### src/hdl/upe_pkg.sv
`timescale 1ns / 1ps
`default_nettype none
// ----------------------------------------------------------------------------
// upe_pkg
// Shared types and constants of the udp payload extractor.
// ----------------------------------------------------------------------------
package upe_pkg;

    localparam int CMP_W = 18;

    localparam logic [15:0] ETH_TYPE_IPV4  = 16'h0800;
    localparam logic [15:0] ETH_TYPE_VLAN  = 16'h8100;
    localparam logic [15:0] ETH_TYPE_QINQ  = 16'h88A8;
    localparam logic [7:0]  IP_PROTO_UDP   = 8'd17;
    localparam logic [3:0]  IHL_MASK       = 4'h0F;
    localparam logic [5:0]  IP_HDR_MIN     = 6'd20;

    typedef enum logic [2:0] {
        VERDICT_OK        = 3'd0,
        VERDICT_RUNT      = 3'd1,
        VERDICT_NOT_IPV4  = 3'd2,
        VERDICT_BAD_IHL   = 3'd3,
        VERDICT_NOT_UDP   = 3'd4,
        VERDICT_PORT_MISS = 3'd5,
        VERDICT_BAD_LEN   = 3'd6,
        VERDICT_TRUNC     = 3'd7
    } verdict_t;

    // one queue entry: results caused by one input item
    typedef struct packed {
        logic        pay_valid;
        logic [7:0]  pay_byte;
        logic        stat_valid;
        verdict_t    verdict;
        logic [15:0] plen;
    } rec_t;

endpackage
`default_nettype wire

### src/hdl/upe_front.sv
`timescale 1ns / 1ps
`default_nettype none
// ----------------------------------------------------------------------------
// upe_front
// Header parser: tracks the byte position, captures header fields, decides
// per item whether it is payload and builds the end of frame status.
// ----------------------------------------------------------------------------
module upe_front
    import upe_pkg::*;
#(
    parameter int MAX_FRAME_BYTES = 65536
) (
    input  wire logic        aclk,
    input  wire logic        aresetn,
    input  wire logic        in_accept,
    input  wire logic [7:0]  in_byte,
    input  wire logic        in_last,
    input  wire logic [15:0] port_filter,
    output logic             push,
    output rec_t             rec
);

    localparam int POS_W = $clog2(MAX_FRAME_BYTES + 1);

    logic [POS_W-1:0] pos_reg, pos_next, pos_upd;
    logic [15:0]      et_reg, et_next, et_upd;
    logic             tag_reg, tag_next, tag_upd;
    logic [5:0]       ihl_reg, ihl_next, ihl_upd;
    logic [7:0]       proto_reg, proto_next, proto_upd;
    logic [15:0]      dport_reg, dport_next, dport_upd;
    logic [15:0]      ulen_reg, ulen_next, ulen_upd;

    logic [CMP_W-1:0] p, ip_c, udp_c, len, ip_n, udp_n;
    logic             in_range;
    verdict_t         v_run, v_fin;
    logic             pay;

    function automatic verdict_t judge(
        input logic [CMP_W-1:0] l,
        input logic             fin,
        input logic             tag,
        input logic [15:0]      et,
        input logic [5:0]       ihl,
        input logic [7:0]       proto,
        input logic [15:0]      dport,
        input logic [15:0]      ulen,
        input logic [15:0]      pf
    );
        logic [CMP_W-1:0] ip;
        verdict_t         v;
        ip = tag ? CMP_W'(18) : CMP_W'(14);
        if (l < CMP_W'(14)) begin
            v = fin ? VERDICT_RUNT : VERDICT_OK;
        end else if (tag && l < CMP_W'(18)) begin
            v = fin ? VERDICT_RUNT : VERDICT_OK;
        end else if (et != ETH_TYPE_IPV4) begin
            v = VERDICT_NOT_IPV4;
        end else if (l < ip + CMP_W'(IP_HDR_MIN)) begin
            v = fin ? VERDICT_TRUNC : VERDICT_OK;
        end else if (ihl < IP_HDR_MIN) begin
            v = VERDICT_BAD_IHL;
        end else if (l < ip + CMP_W'(ihl) + CMP_W'(8)) begin
            v = fin ? VERDICT_TRUNC : VERDICT_OK;
        end else if (proto != IP_PROTO_UDP) begin
            v = VERDICT_NOT_UDP;
        end else if (pf != 16'd0 && dport != pf) begin
            v = VERDICT_PORT_MISS;
        end else if (ulen <= 16'd8) begin
            v = VERDICT_BAD_LEN;
        end else if (fin && (ip + CMP_W'(ihl) + CMP_W'(ulen) > l)) begin
            v = VERDICT_TRUNC;
        end else begin
            v = VERDICT_OK;
        end
        return v;
    endfunction

    assign p        = CMP_W'(pos_reg);
    assign in_range = p < CMP_W'(MAX_FRAME_BYTES);
    assign ip_c     = tag_reg ? CMP_W'(18) : CMP_W'(14);
    assign udp_c    = ip_c + CMP_W'(ihl_reg);

    // header capture for the current byte
    always_comb begin
        pos_upd   = pos_reg;
        et_upd    = et_reg;
        tag_upd   = tag_reg;
        ihl_upd   = ihl_reg;
        proto_upd = proto_reg;
        dport_upd = dport_reg;
        ulen_upd  = ulen_reg;
        if (in_range) begin
            pos_upd = pos_reg + 1'b1;
            if (p == CMP_W'(12) || p == CMP_W'(13) ||
                (tag_reg && (p == CMP_W'(16) || p == CMP_W'(17)))) begin
                et_upd = {et_reg[7:0], in_byte};
            end
            if (p == CMP_W'(13)) begin
                tag_upd = ({et_reg[7:0], in_byte} == ETH_TYPE_VLAN) ||
                          ({et_reg[7:0], in_byte} == ETH_TYPE_QINQ);
            end
            if (p == ip_c) begin
                ihl_upd = {in_byte[3:0] & IHL_MASK, 2'b00};
            end
            if (p == ip_c + CMP_W'(9)) begin
                proto_upd = in_byte;
            end
            if (p > ip_c) begin
                if (p == udp_c + CMP_W'(2) || p == udp_c + CMP_W'(3)) begin
                    dport_upd = {dport_reg[7:0], in_byte};
                end
                if (p == udp_c + CMP_W'(4) || p == udp_c + CMP_W'(5)) begin
                    ulen_upd = {ulen_reg[7:0], in_byte};
                end
            end
        end
    end

    assign len   = CMP_W'(pos_upd);
    assign ip_n  = tag_upd ? CMP_W'(18) : CMP_W'(14);
    assign udp_n = ip_n + CMP_W'(ihl_upd);

    assign v_run = judge(len, 1'b0, tag_upd, et_upd, ihl_upd, proto_upd,
                         dport_upd, ulen_upd, port_filter);
    assign v_fin = judge(len, 1'b1, tag_upd, et_upd, ihl_upd, proto_upd,
                         dport_upd, ulen_upd, port_filter);

    assign pay = in_range && (v_run == VERDICT_OK) &&
                 (len >= ip_n + CMP_W'(IP_HDR_MIN)) &&
                 (len > udp_n + CMP_W'(8)) &&
                 (p < udp_n + CMP_W'(ulen_upd));

    always_comb begin
        rec.pay_valid  = pay;
        rec.pay_byte   = in_byte;
        rec.stat_valid = in_last;
        rec.verdict    = v_fin;
        rec.plen       = (v_fin == VERDICT_OK) ? (ulen_upd - 16'd8) : 16'd0;
    end

    assign push = in_accept && (pay || in_last);

    // frame state clears after the status item
    always_comb begin
        pos_next   = pos_reg;
        et_next    = et_reg;
        tag_next   = tag_reg;
        ihl_next   = ihl_reg;
        proto_next = proto_reg;
        dport_next = dport_reg;
        ulen_next  = ulen_reg;
        if (in_accept) begin
            if (in_last) begin
                pos_next   = '0;
                et_next    = '0;
                tag_next   = 1'b0;
                ihl_next   = '0;
                proto_next = '0;
                dport_next = '0;
                ulen_next  = '0;
            end else begin
                pos_next   = pos_upd;
                et_next    = et_upd;
                tag_next   = tag_upd;
                ihl_next   = ihl_upd;
                proto_next = proto_upd;
                dport_next = dport_upd;
                ulen_next  = ulen_upd;
            end
        end
    end

    always_ff @(posedge aclk) begin
        if (!aresetn) begin
            pos_reg   <= '0;
            et_reg    <= '0;
            tag_reg   <= 1'b0;
            ihl_reg   <= '0;
            proto_reg <= '0;
            dport_reg <= '0;
            ulen_reg  <= '0;
        end else begin
            pos_reg   <= pos_next;
            et_reg    <= et_next;
            tag_reg   <= tag_next;
            ihl_reg   <= ihl_next;
            proto_reg <= proto_next;
            dport_reg <= dport_next;
            ulen_reg  <= ulen_next;
        end
    end

endmodule
`default_nettype wire

### src/hdl/upe_queue.sv
`timescale 1ns / 1ps
`default_nettype none
// ----------------------------------------------------------------------------
// upe_queue
// Short first-in first-out queue of result records between parser and
// output stage.
// ----------------------------------------------------------------------------
module upe_queue
    import upe_pkg::*;
#(
    parameter int DEPTH = 4
) (
    input  wire logic aclk,
    input  wire logic aresetn,
    input  wire logic push,
    input  wire rec_t wr_rec,
    input  wire logic pop,
    output rec_t      rd_rec,
    output logic      empty,
    output logic      full
);

    localparam int PTR_W = (DEPTH > 1) ? $clog2(DEPTH) : 1;
    localparam int CNT_W = $clog2(DEPTH + 1);

    rec_t             mem [DEPTH];
    logic [PTR_W-1:0] wr_ptr_reg, wr_ptr_next;
    logic [PTR_W-1:0] rd_ptr_reg, rd_ptr_next;
    logic [CNT_W-1:0] cnt_reg, cnt_next;
    logic             do_push, do_pop;

    assign empty   = (cnt_reg == CNT_W'(0));
    assign full    = (cnt_reg == CNT_W'(DEPTH));
    assign do_push = push && !full;
    assign do_pop  = pop && !empty;
    assign rd_rec  = mem[rd_ptr_reg];

    always_comb begin
        wr_ptr_next = wr_ptr_reg;
        rd_ptr_next = rd_ptr_reg;
        cnt_next    = cnt_reg;
        if (do_push) begin
            wr_ptr_next = (wr_ptr_reg == PTR_W'(DEPTH - 1)) ? '0 : wr_ptr_reg + 1'b1;
        end
        if (do_pop) begin
            rd_ptr_next = (rd_ptr_reg == PTR_W'(DEPTH - 1)) ? '0 : rd_ptr_reg + 1'b1;
        end
        if (do_push && !do_pop) begin
            cnt_next = cnt_reg + 1'b1;
        end else if (do_pop && !do_push) begin
            cnt_next = cnt_reg - 1'b1;
        end
    end

    always_ff @(posedge aclk) begin
        if (do_push) begin
            mem[wr_ptr_reg] <= wr_rec;
        end
    end

    always_ff @(posedge aclk) begin
        if (!aresetn) begin
            wr_ptr_reg <= '0;
            rd_ptr_reg <= '0;
            cnt_reg    <= '0;
        end else begin
            wr_ptr_reg <= wr_ptr_next;
            rd_ptr_reg <= rd_ptr_next;
            cnt_reg    <= cnt_next;
        end
    end

endmodule
`default_nettype wire

### src/hdl/upe_back.sv
`timescale 1ns / 1ps
`default_nettype none
// ----------------------------------------------------------------------------
// upe_back
// Output stage: takes records from the queue and sends their payload and
// status items through an output register.
// ----------------------------------------------------------------------------
module upe_back
    import upe_pkg::*;
(
    input  wire logic        aclk,
    input  wire logic        aresetn,
    input  wire rec_t        rd_rec,
    input  wire logic        empty,
    output logic             pop,
    output logic             m_tvalid,
    input  wire logic        m_tready,
    output logic [31:0]      m_tdata,
    output logic             m_tlast,
    output logic             m_tuser
);

    logic        valid_reg, valid_next;
    logic        stat_reg, stat_next;
    logic [7:0]  byte_reg, byte_next;
    verdict_t    verd_reg, verd_next;
    logic [15:0] plen_reg, plen_next;
    logic        pend_reg, pend_next;
    verdict_t    pverd_reg, pverd_next;
    logic [15:0] pplen_reg, pplen_next;
    logic        out_free;

    assign out_free = !valid_reg || m_tready;

    always_comb begin
        pop        = 1'b0;
        valid_next = valid_reg;
        stat_next  = stat_reg;
        byte_next  = byte_reg;
        verd_next  = verd_reg;
        plen_next  = plen_reg;
        pend_next  = pend_reg;
        pverd_next = pverd_reg;
        pplen_next = pplen_reg;
        if (out_free) begin
            if (pend_reg) begin
                valid_next = 1'b1;
                stat_next  = 1'b1;
                byte_next  = 8'd0;
                verd_next  = pverd_reg;
                plen_next  = pplen_reg;
                pend_next  = 1'b0;
            end else if (!empty) begin
                pop        = 1'b1;
                valid_next = 1'b1;
                if (rd_rec.pay_valid) begin
                    stat_next  = 1'b0;
                    byte_next  = rd_rec.pay_byte;
                    verd_next  = VERDICT_OK;
                    plen_next  = 16'd0;
                    pend_next  = rd_rec.stat_valid;
                    pverd_next = rd_rec.verdict;
                    pplen_next = rd_rec.plen;
                end else begin
                    stat_next = 1'b1;
                    byte_next = 8'd0;
                    verd_next = rd_rec.verdict;
                    plen_next = rd_rec.plen;
                end
            end else begin
                valid_next = 1'b0;
            end
        end
    end

    always_ff @(posedge aclk) begin
        if (!aresetn) begin
            valid_reg <= 1'b0;
            pend_reg  <= 1'b0;
        end else begin
            valid_reg <= valid_next;
            pend_reg  <= pend_next;
        end
    end

    always_ff @(posedge aclk) begin
        stat_reg  <= stat_next;
        byte_reg  <= byte_next;
        verd_reg  <= verd_next;
        plen_reg  <= plen_next;
        pverd_reg <= pverd_next;
        pplen_reg <= pplen_next;
    end

    assign m_tvalid = valid_reg;
    assign m_tuser  = stat_reg;
    assign m_tlast  = stat_reg;
    assign m_tdata  = {5'd0, plen_reg, verd_reg, byte_reg};

    // a held status always follows a payload item in the output register
    a_pend_after_payload: assert property (@(posedge aclk) disable iff (!aresetn)
        pend_reg |-> (valid_reg && !stat_reg))
        else $error("pending status without payload item in output");

    // payload items carry no verdict and no length
    a_payload_clean: assert property (@(posedge aclk) disable iff (!aresetn)
        (valid_reg && !stat_reg) |-> (verd_reg == VERDICT_OK && plen_reg == 16'd0))
        else $error("payload item with status fields set");

    // no pop while the output register is stalled
    a_no_pop_stalled: assert property (@(posedge aclk) disable iff (!aresetn)
        (valid_reg && !m_tready) |-> !pop)
        else $error("queue popped while output stalled");

    // a verdict other than ok never reports a length
    a_fail_no_len: assert property (@(posedge aclk) disable iff (!aresetn)
        (valid_reg && stat_reg && verd_reg != VERDICT_OK) |-> (plen_reg == 16'd0))
        else $error("failed frame status with nonzero length");

endmodule
`default_nettype wire

### src/hdl/udp_payload_extractor.sv
`timescale 1ns / 1ps
`default_nettype none
// ----------------------------------------------------------------------------
// udp_payload_extractor
// Ethernet / IPv4 / UDP receive filter passing out UDP payload bytes and
// one status item per frame.
// ----------------------------------------------------------------------------
// usage
//   s_ channel: one frame byte per item in s_tdata, s_tlast on the final byte.
//   m_ channel: payload items (m_tuser 0) with the byte in m_tdata[7:0], and
//   one status item per frame (m_tuser 1, m_tlast 1) carrying the verdict in
//   m_tdata[10:8] and the payload length in m_tdata[26:11].
//   cfg channel: cfg_data sets the UDP destination port, zero accepts all;
//   write only while the block is idle.
//   path: an accepted item reaches m_ through the queue and output register.
//   throughput: one input byte per cycle while the queue is not full; the
//   output register sends one item per cycle while m_tready is high and
//   records wait; a final byte that also carries payload gives two items,
//   the status held in a pending register and sent after the payload item.
//   stall: when m_tready is low the output register holds, the queue of
//   QUEUE_DEPTH records fills and s_tready drops once it is full.
//   reset: aresetn low clears the frame state, the queue and the port
//   register (accept every port); no item is pending after reset.
// ----------------------------------------------------------------------------
module udp_payload_extractor
    import upe_pkg::*;
#(
    parameter int MAX_FRAME_BYTES = 65536,
    parameter int QUEUE_DEPTH     = 4
) (
    input  wire logic        aclk,
    input  wire logic        aresetn,
    input  wire logic        s_tvalid,
    output logic             s_tready,
    input  wire logic [7:0]  s_tdata,   // data_byte[7:0]
    input  wire logic        s_tlast,
    output logic             m_tvalid,
    input  wire logic        m_tready,
    output logic [31:0]      m_tdata,   // payload_byte[7:0], verdict[10:8],
                                        // payload_length[26:11], zero
    output logic             m_tlast,
    output logic             m_tuser,   // is_status[0]
    input  wire logic        cfg_valid,
    output logic             cfg_ready,
    input  wire logic [15:0] cfg_data   // port_filter[15:0]
);

    logic [15:0] port_reg, port_next;
    logic        q_full, q_empty, push, pop, in_accept;
    rec_t        wr_rec, rd_rec;

    assign cfg_ready = 1'b1;
    assign port_next = (cfg_valid && cfg_ready) ? cfg_data : port_reg;

    always_ff @(posedge aclk) begin
        if (!aresetn) begin
            port_reg <= 16'd0;
        end else begin
            port_reg <= port_next;
        end
    end

    assign s_tready  = !q_full;
    assign in_accept = s_tvalid && s_tready;

    upe_front #(
        .MAX_FRAME_BYTES (MAX_FRAME_BYTES)
    ) u_front (
        .aclk        (aclk),
        .aresetn     (aresetn),
        .in_accept   (in_accept),
        .in_byte     (s_tdata),
        .in_last     (s_tlast),
        .port_filter (port_reg),
        .push        (push),
        .rec         (wr_rec)
    );

    upe_queue #(
        .DEPTH (QUEUE_DEPTH)
    ) u_queue (
        .aclk    (aclk),
        .aresetn (aresetn),
        .push    (push),
        .wr_rec  (wr_rec),
        .pop     (pop),
        .rd_rec  (rd_rec),
        .empty   (q_empty),
        .full    (q_full)
    );

    upe_back u_back (
        .aclk     (aclk),
        .aresetn  (aresetn),
        .rd_rec   (rd_rec),
        .empty    (q_empty),
        .pop      (pop),
        .m_tvalid (m_tvalid),
        .m_tready (m_tready),
        .m_tdata  (m_tdata),
        .m_tlast  (m_tlast),
        .m_tuser  (m_tuser)
    );

endmodule
`default_nettype wire

### config.mk
export PLATFORM = sky130hd
export DESIGN_NAME = udp_payload_extractor
export DESIGN_NICKNAME = d
export VERILOG_FILES = /design/src/hdl/upe_pkg.sv /design/src/hdl/upe_front.sv /design/src/hdl/upe_queue.sv /design/src/hdl/upe_back.sv /design/src/hdl/udp_payload_extractor.sv
export SDC_FILE = /design/constraint.sdc
export NUM_CORES = 1
export LEC_CHECK = 0
export BUFFER_PORTS_ARGS = -buffer_cell sky130_fd_sc_hd__buf_2
export CAP_MARGIN = 30
export CORE_UTILIZATION = 45
export CTS_BUF_LIST = sky130_fd_sc_hd__clkbuf_4 sky130_fd_sc_hd__clkbuf_8
export DETAILED_ROUTE_END_ITERATION = 10
export PLACE_DENSITY = 0.67
export SYNTH_ARGS = -nofsm -noshare
export SYNTH_HDL_FRONTEND = slang
export SYNTH_HIERARCHICAL = 1
export SYNTH_SLANG_ARGS = --single-unit
### constraint.sdc
create_clock -name aclk -period 12.25 [get_ports aclk]
set_input_delay 0.6125 -clock aclk [delete_from_list [all_inputs] [get_ports aclk]]
set_output_delay 0.6125 -clock aclk [all_outputs]
set_load 0.02 [all_outputs]
==> impl_summary.log <==
INFO  metric finalPower = 2430 uW
INFO  metric starting_density = 46.3%
INFO  metric die_w = 186 um
INFO  metric finalWeightedCongestion = 0.876
INFO  metric setup_total_negative_slack = 0 ps
INFO  metric first_global_vias = 10500
INFO  metric setup_viol_count_final = 0
INFO  metric area_fraction_of_the_dominant_cell_type_after_synthesis = 32.2%
INFO  metric crit_path_max_incr_delay = 630 ps
INFO  metric timing.critical_path.slowest_stage_cell = sky130_fd_sc_hd__nor4bb_1
INFO  metric critical_path_peak_fanout = 20
INFO  metric cts_tree = built
INFO  metric wl_per_cell = 18.5 um
INFO  metric hold_end = port_reg[1]
INFO  metric detailedPlace.worstSlack = 2160 ps
INFO  metric pin_count_of_the_biggest_net_entering_global_routing = ~110
INFO  metric clock_tree.root_cell = sky130_fd_sc_hd__clkbuf_8
INFO  metric top_level_ports = between 60 and 70
INFO  metric ys_top_cells_by_area = sky130_fd_sc_hd__edfxtp_1, sky130_fd_sc_hd__dfxtp_1, sky130_fd_sc_hd__ha_1, sky130_fd_sc_hd__xnor2_1, sky130_fd_sc_hd__mux4_2
INFO  metric r2r-start = u_front/tag_reg
INFO  metric routed_wl = 34800 um
INFO  metric crit-reg2reg-capture = u_queue/cnt_reg[2]
INFO  metric syn_area = 0.0152 mm^2
INFO  metric fmaxAchievable = 98.2 MHz
INFO  metric fin_ws = approximately 2100 ps
INFO  metric max_ffs_per_register = 116
INFO  metric cts_setup_buffers = 0
INFO  metric cts_inserted_buffers = 46
INFO  metric detailroute.via_count = 10700
INFO  metric grt.overflow.total = 0
INFO  metric layout.cells.non_filler = 1887
INFO  metric nNetsFinal = 1522
INFO  metric flop_and_latch_count_out_of_synthesis = 270
INFO  metric synth_cell_types = a little under 90
INFO  metric routed_via_density = between 5 and 6
INFO  metric cts_hold_repair.buffers = 0
INFO  metric globalRouteTotalUtil = 20.5%
INFO  metric final_core_util = 50.5%
INFO  metric cp.arrival = between 10000 and 15000 ps
INFO  metric maxSlewViolCount = 0
INFO  metric areaGrowthSynthToFinish = 9.12%
INFO  metric async_flop_share = 0%
INFO  metric dieArea = 0.0346 mm^2
INFO  metric cpMostUsedCell = sky130_fd_sc_hd__inv_1
INFO  metric cts_resized = 0
INFO  metric antenna_violating_nets_post_route = 0
INFO  metric timing.critical_path.to_type = flop
INFO  metric power_density = 146 mW/mm^2
INFO  metric min_cycle_time_layout = 10180 ps
INFO  metric hpwlAfterDp = 23800 um
INFO  metric ff2ff_path_depth = 39
INFO  metric clock_sinks = 270
INFO  metric htreeDepth = 2
INFO  metric std_cell_rows = 66
INFO  metric cell_accounting_for_the_most_synthesized_area = sky130_fd_sc_hd__edfxtp_1
INFO  metric avgSynthCellArea = 11.1 um^2
INFO  metric vdd_ir_drop_max = 0.162 mV
INFO  metric place_inst = 1805
INFO  metric die_y = 186 um
INFO  metric rsz_0062_raised_after_global_routing = no
INFO  metric timing_hold_violations_final = 0
INFO  metric clock_path_buffers = 3
INFO  metric worst_setup_path_start_kind = flop
INFO  metric maxCapViolations = 0
INFO  metric worst-setup-path-type = reg2reg
INFO  metric clkSlewWorstSetupHoldPaths = 60 ps
INFO  metric placement.io_buffers = 60
INFO  metric drt_pass1_iterations = 5
INFO  metric holdCritPathClass = in2reg
INFO  metric multi_input_area = 0.00741 mm^2
INFO  metric postSynth.topFlopCell = sky130_fd_sc_hd__edfxtp_1
INFO  metric design.core.area = 0.0329 mm^2
INFO  metric hold_path.startpoint = cfg_data[1]
INFO  metric min_path_cells = 3
INFO  metric layout.area.seq = 0.00704 mm^2
INFO  metric clock_latency = 570 ps
INFO  metric layout-drive-gt1-share = 15.2%
INFO  metric power.leakage = roughly 0.0063 uW
INFO  metric timing.clock.skew = 21.3 ps
INFO  metric synth_warnings = 6
INFO  metric synth_seq_area_share = between 40% and 50%
INFO  metric post-route-period-util = 83.1%
INFO  metric r2r_slack = a little over 2000 ps
INFO  metric number_of_flops_mapped_to_enable_cells_by_yosys = 163
INFO  metric grt_pass1_wl = about 56000 um
INFO  metric grt_antenna_before_repair = 1
INFO  metric tightest_slew = 956 ps
INFO  metric drc_errors = 0
INFO  metric antenna_cells = 0
INFO  metric crit_required = 12750 ps
INFO  metric fillers = 2954
INFO  metric postSynthCellCount = around 1400
INFO  metric result_of_the_run = finished, final reports clean
INFO  metric detail_route.iter0.violations = 804
INFO  metric relSlewSlack = a little over a third
==> placed cells by master, fill, tap and decap left out, types with 20 or more instances in the layout <==
cell                         n
sky130_fd_sc_hd__edfxtp_1  163
sky130_fd_sc_hd__a21oi_1    39
sky130_fd_sc_hd__nand3_1    38
sky130_fd_sc_hd__o21ai_0    31
sky130_fd_sc_hd__nand2_1    67
sky130_fd_sc_hd__a22oi_1    25
sky130_fd_sc_hd__nor4_1     22
sky130_fd_sc_hd__a21o_1     21
sky130_fd_sc_hd__ha_1       77
sky130_fd_sc_hd__xnor2_1    76
sky130_fd_sc_hd__o22ai_1    22
sky130_fd_sc_hd__inv_1      79
sky130_fd_sc_hd__dfxtp_1   106
sky130_fd_sc_hd__nor2_1     53
sky130_fd_sc_hd__and2_1     37
sky130_fd_sc_hd__nor2b_1    72
sky130_fd_sc_hd__mux4_2     28
sky130_fd_sc_hd__clkbuf_8   46
sky130_fd_sc_hd__buf_2      60
sky130_fd_sc_hd__nand4_1    20
sky130_fd_sc_hd__mux2i_1    39
sky130_fd_sc_hd__nor3_1     35
sky130_fd_sc_hd__xor2_1     25
==> cell type report <==
class | count | area share (%)
multi-input combinational | 939 | 44.6
inverter | 79 | 1.79
timing repair buffer | 75 | 2.49
tap | 442 | 3.33
clock inverter | 24 | 1.04
sequential | 270 | 42.4
clock buffer | 58 | 4.36
==> layer usage <==
metal / track usage, % / wire length (um) / up-vias
li1: - / - / 5122
met1: 27.8 / 16300 / 5225
met2: 33.3 / 16100 / 288
met3: 3.31 / 1600 / 77
met4: 6.62 / 808 / 2
met5: 0 / 13 / -
==> power breakdown <==
group / total, uW / switching, uW / leakage (uW) / internal, uW
combinational: 483 / 300 / 0.00341 / 183
clock: 803 / 371 / 0.000474 / 432
sequential: 1140 / 38.7 / 0.00239 / 1100
total: 2430 / 710 / 0.00627 / 1720
==> how the worst max path moves through the flow <==
stage,from,end,slack [ps]
floorplan,u_front/tag_reg,u_queue/cnt_reg[2],3870
global placement,u_front/tag_reg,u_queue/cnt_reg[2],2510
detailed placement,u_front/tag_reg,u_queue/cnt_reg[2],2160
CTS,u_front/tag_reg,u_queue/cnt_reg[2],2130
global route,u_front/tag_reg,u_queue/cnt_reg[2],1260
finish,u_front/tag_reg,u_queue/cnt_reg[2],2070
==> cell families (layout without fill, tap and decap cells) <==
kind of cell / after synthesis / count (layout) / share of synthesized area, %
AND/OR/NAND/NOR: 423 / 423 / 16.0
flip-flops: 270 / 270 / 46.2
AO/OA/AOI/OAI: 245 / 245 / 11.3
buffers and inverters: 167 / 236 / 5.28
XOR/XNOR: 108 / 108 / 6.77
adder cells (fa/ha/maj): 81 / 81 / 6.86
multiplexers: 76 / 76 / 7.49
other: 2 / 6 / 0.0493
==> stage by stage <==
stage                     area (um^2)  hold WS, ps
after floorplan                 15200          468
after CTS                       16600          271
after detailed placement        15700          499
final                           16600          301
after global placement          15700          480
after global routing            16600          282
==> critical path: cells and delay by family, from the launching register on <==
| family | cells | cell delay (ps) |
|---|---|---|
| adders and majority gates | 7 | 2200 |
| and+or+nand+nor | 8 | 2630 |
| DFF | 1 | 380 |
| buffers and inverters | 5 | 520 |
| muxes | 3 | 950 |
| xor gates and xnor gates | 4 | 800 |
| AOI/OAI and AO/OA | 12 | 2620 |
==> synth_stat cells (7+ instances only) <==
library cell	n
sky130_fd_sc_hd__nand2_1	67
sky130_fd_sc_hd__nor2b_1	73
sky130_fd_sc_hd__nor3_1	36
sky130_fd_sc_hd__nand3_1	38
sky130_fd_sc_hd__mux2i_1	39
sky130_fd_sc_hd__clkbuf_1	44
sky130_fd_sc_hd__a21o_1	21
sky130_fd_sc_hd__nor2_1	53
sky130_fd_sc_hd__nor4_1	22
sky130_fd_sc_hd__o22ai_1	22
sky130_fd_sc_hd__a21oi_1	40
sky130_fd_sc_hd__a21boi_0	12
sky130_fd_sc_hd__xnor2_1	76
sky130_fd_sc_hd__o21ai_0	31
sky130_fd_sc_hd__inv_1	79
sky130_fd_sc_hd__and2_1	37
sky130_fd_sc_hd__ha_1	77
sky130_fd_sc_hd__edfxtp_1	163
sky130_fd_sc_hd__a32oi_1	18
sky130_fd_sc_hd__nor2_2	7
sky130_fd_sc_hd__xor2_1	25
sky130_fd_sc_hd__a22o_1	18
sky130_fd_sc_hd__dfxtp_1	107
sky130_fd_sc_hd__a22oi_1	25
sky130_fd_sc_hd__nor4b_1	7
sky130_fd_sc_hd__and3_1	9
sky130_fd_sc_hd__buf_4	22
sky130_fd_sc_hd__buf_2	13
sky130_fd_sc_hd__mux4_2	28
sky130_fd_sc_hd__a31oi_1	12
sky130_fd_sc_hd__nand4_1	20
sky130_fd_sc_hd__mux2_2	7
Note: power is estimated with default switching activity, not from simulation.
